[src/rtl/sync_frame_receiver_crc16_defines.svh]
// Assertion macros for the sync frame receiver.
// Included by the top level; no other dependencies.
`ifndef SYNC_FRAME_RECEIVER_CRC16_DEFINES_SVH
`define SYNC_FRAME_RECEIVER_CRC16_DEFINES_SVH

// Same-cycle implication, checked outside reset.
`define SFRC_ASSERT_IMP(label, clk, rst_n, ante, cons, msg) \
    label: assert property (@(posedge clk) disable iff (!rst_n) (ante) |-> (cons)) \
        else $error(msg);

// Next-cycle implication, checked outside reset.
`define SFRC_ASSERT_NXT(label, clk, rst_n, ante, cons, msg) \
    label: assert property (@(posedge clk) disable iff (!rst_n) (ante) |=> (cons)) \
        else $error(msg);

`endif

[src/rtl/sfrc_pkg.sv]
// Shared types, constants and the CRC-16 byte update for the sync frame receiver.
// No dependencies.
package sfrc_pkg;

    localparam logic [15:0] CRC_INIT = 16'hFFFF;
    localparam logic [15:0] CRC_POLY = 16'h1021;
    localparam logic [15:0] CRC_MSB  = 16'h8000;

    localparam logic [7:0] SYNC_FIRST_RST  = 8'hEA;
    localparam logic [7:0] SYNC_SECOND_RST = 8'h9B;

    // Configuration register indexes
    localparam logic REG_SYNC_FIRST  = 1'b0;
    localparam logic REG_SYNC_SECOND = 1'b1;

    // Commands from controller to datapath
    typedef struct packed {
        logic prev_load;  // capture rx byte as previous byte
        logic start;      // seed CRC, clear body count
        logic body;       // store a payload byte or capture the CRC low byte
        logic rd_clear;   // restart payload readout
        logic rd_step;    // advance payload readout
    } cmd_t;

    // Status from datapath to controller
    typedef struct packed {
        logic sync_hit;   // previous and current byte form the start pattern
        logic body_last;  // current byte is the CRC high byte
        logic crc_ok;     // received CRC equals running CRC
        logic rd_last;    // readout index is at the last payload byte
    } stat_t;

    // CRC-16, polynomial 0x1021, MSB first, one byte
    function automatic logic [15:0] crc_byte(input logic [15:0] crc, input logic [7:0] b);
        logic [15:0] c;
        c = crc ^ {b, 8'h00};
        for (int k = 0; k < 8; k++) begin
            if ((c & CRC_MSB) != 16'h0000)
            begin
                c = {c[14:0], 1'b0} ^ CRC_POLY;
            end
            else
            begin
                c = {c[14:0], 1'b0};
            end
        end
        return c;
    endfunction

endpackage

[src/rtl/sfrc_ifs.sv]
// Valid/ready channel interfaces for received bytes and payload results.
// Depends on nothing.
interface sfrc_rx_if;
    logic       valid;
    logic       ready;
    logic [7:0] rx_byte;

    modport source (output valid, output rx_byte, input ready);
    modport sink   (input valid, input rx_byte, output ready);
endinterface

interface sfrc_tx_if;
    logic       valid;
    logic       ready;
    logic [7:0] payload_byte;
    logic [5:0] byte_index;
    logic       last_flag;

    modport source (output valid, output payload_byte, output byte_index,
                    output last_flag, input ready);
    modport sink   (input valid, input payload_byte, input byte_index,
                    input last_flag, output ready);
endinterface

[src/rtl/sfrc_datapath.sv]
// Datapath: sync registers, previous byte, body counter, CRC, payload store, readout.
// Depends on sfrc_pkg.
module sfrc_datapath
    import sfrc_pkg::*;
#(
    parameter int PAYLOAD_BYTES = 64,
    parameter int FRAME_BYTES   = 68
)
(
    input  logic       clk,
    input  logic       rst_n,
    input  logic       cfg_we,
    input  logic       cfg_index,
    input  logic [7:0] cfg_data,
    input  logic [7:0] rx_byte,
    input  cmd_t       cmd,
    output stat_t      stat,
    output logic [7:0] payload_byte,
    output logic [5:0] byte_index,
    output logic       last_flag
);

    localparam int BODY_LEN = FRAME_BYTES - 2;
    localparam int EMIT_LEN = (FRAME_BYTES - 4 < PAYLOAD_BYTES) ? FRAME_BYTES - 4
                                                                : PAYLOAD_BYTES;
    localparam int ADDR_W   = (PAYLOAD_BYTES > 1) ? $clog2(PAYLOAD_BYTES) : 1;
    localparam int CNT_W    = $clog2(FRAME_BYTES);

    logic [7:0]        sync_first_reg, sync_first_next;
    logic [7:0]        sync_second_reg, sync_second_next;
    logic [15:0]       sf_crc_reg, sf_crc_next;
    logic [7:0]        prev_reg, prev_next;
    logic [CNT_W-1:0]  count_reg, count_next;
    logic [15:0]       crc_reg, crc_next;
    logic [7:0]        crc_low_reg, crc_low_next;
    logic [ADDR_W-1:0] rd_idx_reg, rd_idx_next;
    logic [7:0]        rd_data_reg;
    logic [7:0]        store [PAYLOAD_BYTES];

    logic        store_we;
    logic        is_crc_low;
    logic [15:0] seed;
    logic [15:0] crc_upd;

    assign seed       = crc_byte(sf_crc_reg, sync_second_reg);
    assign crc_upd    = crc_byte(crc_reg, rx_byte);
    assign is_crc_low = (32'(count_reg) == BODY_LEN - 2);
    assign store_we   = cmd.body && !is_crc_low && (32'(count_reg) < PAYLOAD_BYTES);

    assign stat.sync_hit  = (rx_byte == sync_second_reg) && (prev_reg == sync_first_reg);
    assign stat.body_last = (32'(count_reg) >= BODY_LEN - 1);
    assign stat.crc_ok    = ({rx_byte, crc_low_reg} == crc_reg);
    assign stat.rd_last   = (32'(rd_idx_reg) == EMIT_LEN - 1);

    assign payload_byte = rd_data_reg;
    assign byte_index   = 6'(rd_idx_reg);
    assign last_flag    = stat.rd_last;

    always_comb
    begin
        sync_first_next  = sync_first_reg;
        sync_second_next = sync_second_reg;
        sf_crc_next      = sf_crc_reg;
        if (cfg_we)
        begin
            case (cfg_index)
                REG_SYNC_FIRST:
                begin
                    sync_first_next = cfg_data;
                    sf_crc_next     = crc_byte(CRC_INIT, cfg_data);
                end
                REG_SYNC_SECOND:
                begin
                    sync_second_next = cfg_data;
                end
                default:
                begin
                    sync_first_next = sync_first_reg;
                end
            endcase
        end
    end

    always_comb
    begin
        prev_next    = cmd.prev_load ? rx_byte : prev_reg;
        count_next   = count_reg;
        crc_next     = crc_reg;
        crc_low_next = crc_low_reg;
        if (cmd.start)
        begin
            count_next = '0;
            crc_next   = seed;
        end
        else if (cmd.body)
        begin
            count_next = count_reg + CNT_W'(1);
            if (is_crc_low)
            begin
                crc_low_next = rx_byte;
            end
            else if (store_we)
            begin
                crc_next = crc_upd;
            end
        end
    end

    always_comb
    begin
        rd_idx_next = rd_idx_reg;
        if (cmd.rd_clear)
        begin
            rd_idx_next = '0;
        end
        else if (cmd.rd_step)
        begin
            rd_idx_next = rd_idx_reg + ADDR_W'(1);
        end
    end

    always_ff @(posedge clk or negedge rst_n)
    begin
        if (!rst_n)
        begin
            sync_first_reg  <= SYNC_FIRST_RST;
            sync_second_reg <= SYNC_SECOND_RST;
            sf_crc_reg      <= crc_byte(CRC_INIT, SYNC_FIRST_RST);
            prev_reg        <= 8'h00;
            count_reg       <= '0;
            crc_reg         <= CRC_INIT;
            crc_low_reg     <= 8'h00;
            rd_idx_reg      <= '0;
        end
        else
        begin
            sync_first_reg  <= sync_first_next;
            sync_second_reg <= sync_second_next;
            sf_crc_reg      <= sf_crc_next;
            prev_reg        <= prev_next;
            count_reg       <= count_next;
            crc_reg         <= crc_next;
            crc_low_reg     <= crc_low_next;
            rd_idx_reg      <= rd_idx_next;
        end
    end

    // Payload store: one write port from the body count, one registered read port
    always_ff @(posedge clk)
    begin
        if (store_we)
        begin
            store[count_reg[ADDR_W-1:0]] <= rx_byte;
        end
        rd_data_reg <= store[rd_idx_reg];
    end

endmodule

[src/rtl/sfrc_ctrl.sv]
// Controller: hunt / body / readout state machine driving the datapath.
// Depends on sfrc_pkg.
module sfrc_ctrl
    import sfrc_pkg::*;
(
    input  logic  clk,
    input  logic  rst_n,
    input  logic  rx_valid,
    output logic  rx_ready,
    output logic  tx_valid,
    input  logic  tx_ready,
    input  stat_t stat,
    output cmd_t  cmd
);

    localparam logic [1:0] S_HUNT = 2'd0;
    localparam logic [1:0] S_BODY = 2'd1;
    localparam logic [1:0] S_READ = 2'd2;
    localparam logic [1:0] S_SHOW = 2'd3;

    logic [1:0] state_reg, state_next;
    logic       rx_xfer;
    logic       tx_xfer;

    assign rx_ready = (state_reg == S_HUNT) || (state_reg == S_BODY);
    assign tx_valid = (state_reg == S_SHOW);
    assign rx_xfer  = rx_valid && rx_ready;
    assign tx_xfer  = tx_valid && tx_ready;

    always_comb
    begin
        state_next = state_reg;
        cmd        = '0;
        case (state_reg)
            S_HUNT:
            begin
                if (rx_xfer)
                begin
                    cmd.prev_load = 1'b1;
                    if (stat.sync_hit)
                    begin
                        cmd.start  = 1'b1;
                        state_next = S_BODY;
                    end
                end
            end
            S_BODY:
            begin
                if (rx_xfer)
                begin
                    if (stat.body_last)
                    begin
                        // CRC high byte: previous byte keeps the CRC low byte
                        if (stat.crc_ok)
                        begin
                            cmd.rd_clear = 1'b1;
                            state_next   = S_READ;
                        end
                        else
                        begin
                            state_next = S_HUNT;
                        end
                    end
                    else
                    begin
                        cmd.prev_load = 1'b1;
                        cmd.body      = 1'b1;
                    end
                end
            end
            S_READ:
            begin
                state_next = S_SHOW;
            end
            S_SHOW:
            begin
                if (tx_xfer)
                begin
                    if (stat.rd_last)
                    begin
                        state_next = S_HUNT;
                    end
                    else
                    begin
                        cmd.rd_step = 1'b1;
                        state_next  = S_READ;
                    end
                end
            end
            default:
            begin
                state_next = S_HUNT;
            end
        endcase
    end

    always_ff @(posedge clk or negedge rst_n)
    begin
        if (!rst_n)
        begin
            state_reg <= S_HUNT;
        end
        else
        begin
            state_reg <= state_next;
        end
    end

endmodule

[src/rtl/sync_frame_receiver_crc16.sv]
// Top level of the sync frame receiver; depends on sfrc_pkg, sfrc_ifs,
// sfrc_ctrl, sfrc_datapath and the assertion macro header.
//
// rx carries received bytes, one per transfer. While hunting, a byte equal to
// sync_second right after one equal to sync_first opens a frame; the next
// FRAME_BYTES-2 bytes are the payload, the CRC low byte and the CRC high byte.
// CRC-16 (0x1021, seed 0xFFFF, MSB first) covers both sync bytes and the payload.
// A good frame is sent on tx as a burst of payload bytes with byte_index and
// last_flag on the final one; a bad frame is dropped without any output.
// rx takes one byte per cycle while hunting or inside a frame. After the CRC
// high byte of a good frame, rx holds ready low until the burst is done: the
// first payload byte and each next one pass through the S_READ state before tx
// is valid, set by the registered read port of the payload store.
// A stalled tx simply holds the current result. Reset returns to hunting with
// sync_first 0xEA and sync_second 0x9B; cfg_we writes register cfg_index.
`include "sync_frame_receiver_crc16_defines.svh"

module sync_frame_receiver_crc16
    import sfrc_pkg::*;
#(
    parameter int PAYLOAD_BYTES = 64,
    parameter int FRAME_BYTES   = 68
)
(
    input  logic       clk,
    input  logic       rst_n,
    input  logic       cfg_we,
    input  logic       cfg_index,
    input  logic [7:0] cfg_data,
    sfrc_rx_if.sink    rx,
    sfrc_tx_if.source  tx
);

    cmd_t  cmd;
    stat_t stat;

    sfrc_ctrl u_ctrl (
        .clk      (clk),
        .rst_n    (rst_n),
        .rx_valid (rx.valid),
        .rx_ready (rx.ready),
        .tx_valid (tx.valid),
        .tx_ready (tx.ready),
        .stat     (stat),
        .cmd      (cmd)
    );

    sfrc_datapath #(
        .PAYLOAD_BYTES (PAYLOAD_BYTES),
        .FRAME_BYTES   (FRAME_BYTES)
    ) u_datapath (
        .clk          (clk),
        .rst_n        (rst_n),
        .cfg_we       (cfg_we),
        .cfg_index    (cfg_index),
        .cfg_data     (cfg_data),
        .rx_byte      (rx.rx_byte),
        .cmd          (cmd),
        .stat         (stat),
        .payload_byte (tx.payload_byte),
        .byte_index   (tx.byte_index),
        .last_flag    (tx.last_flag)
    );

    `SFRC_ASSERT_IMP(a_no_rx_during_burst, clk, rst_n, rx.ready, !tx.valid, "rx ready during payload burst")
    `SFRC_ASSERT_NXT(a_hunt_after_last, clk, rst_n, tx.valid && tx.ready && tx.last_flag, rx.ready, "no return to hunting after last byte")
    `SFRC_ASSERT_NXT(a_index_advance, clk, rst_n, tx.valid && tx.ready && !tx.last_flag, ##1 (tx.valid && tx.byte_index == $past(tx.byte_index, 2) + 6'd1), "payload index did not advance")

endmodule
[src/flat_wrapper.sv]
// flat-port wrapper written by rule: the top's interface ports become plain ports
module sync_frame_receiver_crc16_flat import sfrc_pkg::*;
#(
    parameter int PAYLOAD_BYTES = 64,
    parameter int FRAME_BYTES   = 68
)
  (clk, rst_n, cfg_we, cfg_index, cfg_data, rx_valid, rx_rx_byte, rx_ready, tx_valid, tx_payload_byte, tx_byte_index, tx_last_flag, tx_ready);
  sfrc_rx_if rx_i ();
  sfrc_tx_if tx_i ();
  input  logic clk;
  input  logic rst_n;
  input  logic cfg_we;
  input  logic cfg_index;
  input  logic [7:0] cfg_data;
  input wire logic [$bits(rx_i.valid)-1:0] rx_valid;
  input wire logic [$bits(rx_i.rx_byte)-1:0] rx_rx_byte;
  output wire logic [$bits(rx_i.ready)-1:0] rx_ready;
  output wire logic [$bits(tx_i.valid)-1:0] tx_valid;
  output wire logic [$bits(tx_i.payload_byte)-1:0] tx_payload_byte;
  output wire logic [$bits(tx_i.byte_index)-1:0] tx_byte_index;
  output wire logic [$bits(tx_i.last_flag)-1:0] tx_last_flag;
  input wire logic [$bits(tx_i.ready)-1:0] tx_ready;
  assign rx_i.valid = rx_valid;
  assign rx_i.rx_byte = rx_rx_byte;
  assign rx_ready = rx_i.ready;
  assign tx_valid = tx_i.valid;
  assign tx_payload_byte = tx_i.payload_byte;
  assign tx_byte_index = tx_i.byte_index;
  assign tx_last_flag = tx_i.last_flag;
  assign tx_i.ready = tx_ready;
  sync_frame_receiver_crc16 #(.PAYLOAD_BYTES(PAYLOAD_BYTES), .FRAME_BYTES(FRAME_BYTES)) u_core (.clk(clk), .rst_n(rst_n), .cfg_we(cfg_we), .cfg_index(cfg_index), .cfg_data(cfg_data), .rx(rx_i), .tx(tx_i));
endmodule
[config.mk]
export PLATFORM = sky130hd
export DESIGN_NAME = sync_frame_receiver_crc16_flat
export DESIGN_NICKNAME = d
export VERILOG_FILES = /design/src/rtl/sfrc_pkg.sv /design/src/rtl/sfrc_ifs.sv /design/src/rtl/sfrc_datapath.sv /design/src/rtl/sfrc_ctrl.sv /design/src/rtl/sync_frame_receiver_crc16.sv /design/src/flat_wrapper.sv
export VERILOG_INCLUDE_DIRS = /design/src /design/src/rtl
export SDC_FILE = /design/constraint.sdc
export NUM_CORES = 1
export LEC_CHECK = 0
export ABC_AREA = 1
export ABC_CLOCK_PERIOD_IN_PS = 2350
export BUFFER_PORTS_ARGS = -buffer_cell sky130_fd_sc_hd__buf_2
export CAP_MARGIN = 10
export CORE_UTILIZATION = 57
export DETAILED_ROUTE_END_ITERATION = 7
export PLACE_DENSITY = 0.83
export SYNTH_ARGS = -nofsm -noshare
export SYNTH_HDL_FRONTEND = slang
export SYNTH_SLANG_ARGS = --single-unit
[constraint.sdc]
create_clock -name clk -period 2.35 [get_ports clk]
set_input_delay 0.235 -clock clk [delete_from_list [all_inputs] [get_ports clk]]
set_output_delay 0.235 -clock clk [all_outputs]
set_load 0.005 [all_outputs]
# Word-level counts from Yosys, hierarchy flattened
# Memory sizes are Yosys's and may differ from the RTL's. A register that Yosys moved wholly into a read port is not among the register bits.
# Index checks and enable logic that the tools add are counted.
# op_classes
bitwise_logic	29
n_lt_le_gt_ge	2
n_mux	69
reduce_logical	16
eq_ne	14
add_sub_neg	2
# op_table
operator	count
13-bit 2-to-1 mux	24
16-bit 2-to-1 mux	18
3-bit inverter	24
16-bit XOR	2
2-bit 2-to-1 mux	10
16-bit == test	1
8-bit == test	2
16-bit inverter	1
7-bit 2-to-1 mux	2
6-bit 2-to-1 mux	2
1-bit 2-to-1 mux	11
2-bit by 1-bit inequality test with 1-bit output (second input constant)	4
2-bit case mux with 4 select lines	1
7-bit by 1-bit adder with 7-bit output (second input constant)	1
7-bit == test (second input constant)	1
7-bit greater-or-equal comparator (second input constant)	1
7-bit less-than comparator (second input constant)	1
6-bit by 1-bit adder with 6-bit output (second input constant)	1
6-bit == test (second input constant)	1
3-bit AND reduction	2
2-bit nonzero test	3
1-bit logical AND	5
5-bit AND reduction	1
2-bit == test (second input constant)	2
other kinds (8)	11
# totals
register_bits	79
n_memories	1
mem_bits_rw	512
# mem_list
memory	words	width	rd	rd_clocked_by_memory_dff	wr	line	text
u_core.u_datapath.store	64	8	1	1	1	sfrc_datapath.sv:38	logic [7:0] store [PAYLOAD_BYTES];

# Logic depth before layout (Yosys ltp)
# depth
depth_word	31
depth_mapped	17
ltp_nobuf	13

# Cells and area by module
# A second synthesis with hierarchy kept.
# hier_totals
hier_cells	2643
area_unflattened_um2	26347.8
# modules_own_cells
mod	area_each_um2	cells_per_inst	n_inst	seq_area_each_um2
sfrc_datapath	26120.1	2606	1	17401.7
sfrc_ctrl	227.7	37	1	50.0

# Worst setup path before layout
# Ideal clock, no wire load.
# synth_timing
path_kind	register -> register
start	reg u_core.u_datapath.count_reg[0]
end	mem u_core.u_datapath.store[33][0], enable pin
path_buffers	1
required_ns	1.980
arrival_ns	1.897
path_slack_ns	0.083
stages_incl_launch_ff	10
path_cell_list	dfrtp_1 -> ha_1 -> nand3_1 -> nor2_1 -> inv_1 -> nand4_2 -> nor2_4 -> buf_6 -> nand4_4 -> nor2_1
# synth_between
elab_chain_cells	8
# synth_lines
element	line	text
start: declaration	sfrc_datapath.sv:33	logic [CNT_W-1:0] count_reg, count_next;
start signal: assignment	sfrc_datapath.sv:141	count_reg <= count_next;
7-bit greater-or-equal comparator	sfrc_datapath.sv:51	assign stat.body_last = (32'(count_reg) >= BODY_LEN - 1);
1-bit 2-to-1 mux	sfrc_ctrl.sv:51	if (stat.body_last)
2-bit 2-to-1 mux	sfrc_ctrl.sv:49	if (rx_xfer)
2-bit 2-to-1 mux	sfrc_ctrl.sv:34	case (state_reg)
1-bit logical AND (2 in a row)	sfrc_datapath.sv:48	assign store_we = cmd.body && !is_crc_low && (32'(count_reg) < PAYLOAD_BYTES);
1-bit 2-to-1 mux	sfrc_datapath.sv:151	if (store_we)
1-bit 2-to-1 mux (implied by the code)	sfrc_datapath.sv:153	store[count_reg[ADDR_W-1:0]] <= rx_byte;
end: declaration	sfrc_datapath.sv:38	
# Parallel ways exist; a longest one is shown, timed or not.

# Final worst setup path
# layout_timing
start	reg u_core.u_datapath.count_reg[1]
end	mem u_core.u_datapath.store[5][5], enable pin
# The elaborated chain is that of the path after synthesis.

==> metrics.txt <==
clock slew at reported path FFs=0.06 ns; Placement Cell Area=27,600 um2; 1st-pass router iterations=6; CP Data Arrival Time=2.60 ns; Synth area leader=edfxtp_1; R2R Path Start=u_core.u_datapath.count_reg[1]$_DFFE_PN0P_; HP Class=in2async; maximum clock rate=440 MHz; gpl congestion=0.934; Slew Limit Fails=0; initial antenna violation count=3; fin util=0.659; CP endpoint kind=flip-flop; Slew headroom=0.383; Unique masters post-synth=40; DRC=0; Mapped Nets=2,558; root buf cell=clkbuf_16; final hold vios=0; drt via density=5.86; Critical Path Fanout Max=8; via count=19,400; antenna-violating nets left=0; sequential fraction of the synthesis area=0.669; crit start category=flip-flop; vias in the first global route=19,100; Top FF cell, synth=edfxtp_1; first-pass GRT wire length=105,000 um; Least-Margin Pin Slew=0.926 ns; cell total after placement=3,177; Die Ht=216 um; clk_skew=0.0188 ns; critical path's slowest cell=dfrtp_1; Yosys top cell area share=0.590; final worst path period share=0.967; maxcap violations=0; I/O pin count=39; fin cells=3,301; RR Endpoint=u_core.u_datapath.store[5][5]$_DFFE_PP_; Reg2Reg Setup Slack=0.08 ns; hold_ws=0.0427 ns; Avg Synthesized Cell Area=10.3 um2; crit path cell chain=inv_2, ha_1, nand3_1, nor2_1, inv_1, nand4_2, nor2_4, nand4_4, buf_4, nor2_1, buf_4; final wirelength=68,900 um; Seq cells post-synth=595; layout cells sized above 1=0.131; global-route usage over all layers=0.298; Synth Instances=2,532; RSZ-0062 raised after global routing=yes; final instance area=29,900 um2; Port Buffer Count=38; leakage=0.0117 uW; crit path kind=reg2reg; largest net degree at the start of global routing=89; R2R depth=11; Ys Warns=0; die width=216 um; clock sink count=595; Initial Util=0.576; TritonCTS clock tree=built; status=finished clean; EDFF count, synth=512; slowest cell delay on critical path=0.42 ns; row count=78; Die ar.=46,600 um2; Async S/R FF share, synth=0.126; Area Overhead vs Synth=14.5%; most frequent cell after synthesis=nand2_1; Post-DP HPWL=43,200 um; Power Density=870 nW/um2; filler cell count=3,255; CTS Buf Count=59; Post-Syn Area=26,100 um2; CTS H-Tree Depth=2; DR iter-0 viols=2,598; gr ovfl total=0; worst vdd ir=847 uV; number of flip-flops in the largest register=512; Data required, critical path=2.68 ns; core box area=45,300 um2; drt wl/cell=20.9 um; setup violators final=0; Skew-Pair Late Insertion Delay=0.62 ns; Area contributors post-synth=edfxtp_1, nand2_1, nor2_1, o21ai_0, dfrtp_1; deepest clock path buffer count=3; synth cell count leaders=nand2_1, nor2_1, edfxtp_1; Final nets=2,676; Period minus WS final=2.27 ns
## power breakdown
| part | switching (uW) | total (uW) | internal, uW |
|---|---|---|---|
| Clock | 4020 | 10100 | 6070 |
| Sequential | 449 | 12500 | 12000 |
| Combinational | 2280 | 3410 | 1140 |
## worst max-delay path by stage
stage | start | end | slack [ns]
4_1_cts | u_core.u_datapath.count_reg[4]$_DFFE_PN0P_ | u_core.u_datapath.store[32][3]$_DFFE_PP_ | 0.08
5_1_grt | u_core.u_datapath.count_reg[1]$_DFFE_PN0P_ | u_core.u_datapath.store[5][3]$_DFFE_PP_ | -0.04
6_report | u_core.u_datapath.count_reg[1]$_DFFE_PN0P_ | u_core.u_datapath.store[5][5]$_DFFE_PP_ | 0.08
2_1_floorplan | u_core.u_datapath.count_reg[0]$_DFFE_PN0P_ | u_core.u_datapath.store[33][0]$_DFFE_PP_ | 0.08
3_5_place_dp | u_core.u_datapath.count_reg[1]$_DFFE_PN0P_ | u_core.u_datapath.store[62][7]$_DFFE_PP_ | 0.12
3_3_place_gp | u_core.u_datapath.count_reg[1]$_DFFE_PN0P_ | u_core.u_datapath.store[30][5]$_DFFE_PP_ | 0.17
## area by class of cell
type	count	area [um2]	area share
Tap cell	600	751	0.0251
Multi-Input combinational cell	1676	7520	0.252
Inverter	142	543	0.0182
Clock inverter	40	492	0.0165
Sequential cell	595	17500	0.585
Timing Repair Buffer	176	1490	0.0499
Antenna cell	1	2.50	0.0000838
Clock buffer	71	1600	0.0537
## cells in the final DEF, fill, tap and decap left out, types with 38 or more instances in the layout
cell type / count
clkbuf_16: 61
inv_1: 118
edfxtp_1: 512
buf_2: 38
nand2_1: 548
buf_4: 109
nor2_1: 525
o21ai_0: 225
dfrtp_1: 41
nand3_1: 157
o21ai_1: 51
## through the flow
stage | power (uW) | setup WS, ns | TNS, ns
detailed placement | 16000 | 0.118 | 0
CTS | 26000 | 0.0835 | 0
finish | 26000 | 0.0768 | 0
global route | 26900 | -0.0424 | -1.29
global placement | 15800 | 0.168 | 0
floorplan | 14800 | 0.0832 | 0
## critical path, delay by kind of cell, from the launching register on
kind	cells	cell delay, ns
flip-flops	1	0.42
AND/OR/NAND/NOR	6	0.82
adder cells (fa/ha/maj)	1	0.19
buffers and inverters	4	0.54
## per-layer routing
layer	vias up	share of wire	track usage
li1	8798	-	-
met1	9203	0.38	0.400
met3	187	0.11	0.0637
met2	1167	0.47	0.478
met4	0	0.038	0.118
met5	-	0	0
## logic make-up (layout without fill, tap and decap cells)
logic type                 after synthesis  count (layout)  synth area share
AOI/OAI and AO/OA                      346             346            0.0703
adders and majority gates                4               4           0.00192
buffers and inverters                  261             429            0.0430
DFF                                    595             595             0.669
and+or+nand+nor                       1290            1290             0.203
other                                    0               1                 0
xor gates and xnor gates                36              36            0.0121
## what timing repair did
item | CTS | global route
resized for setup | 0 | 5
hold buffers | 10 | 0
hold endpoints to repair | 66 | 0
endpoints found under the setup margin | 0 | 236
setup buffers | 0 | 2
No activity file was read; power rests on OpenSTA's default activity.
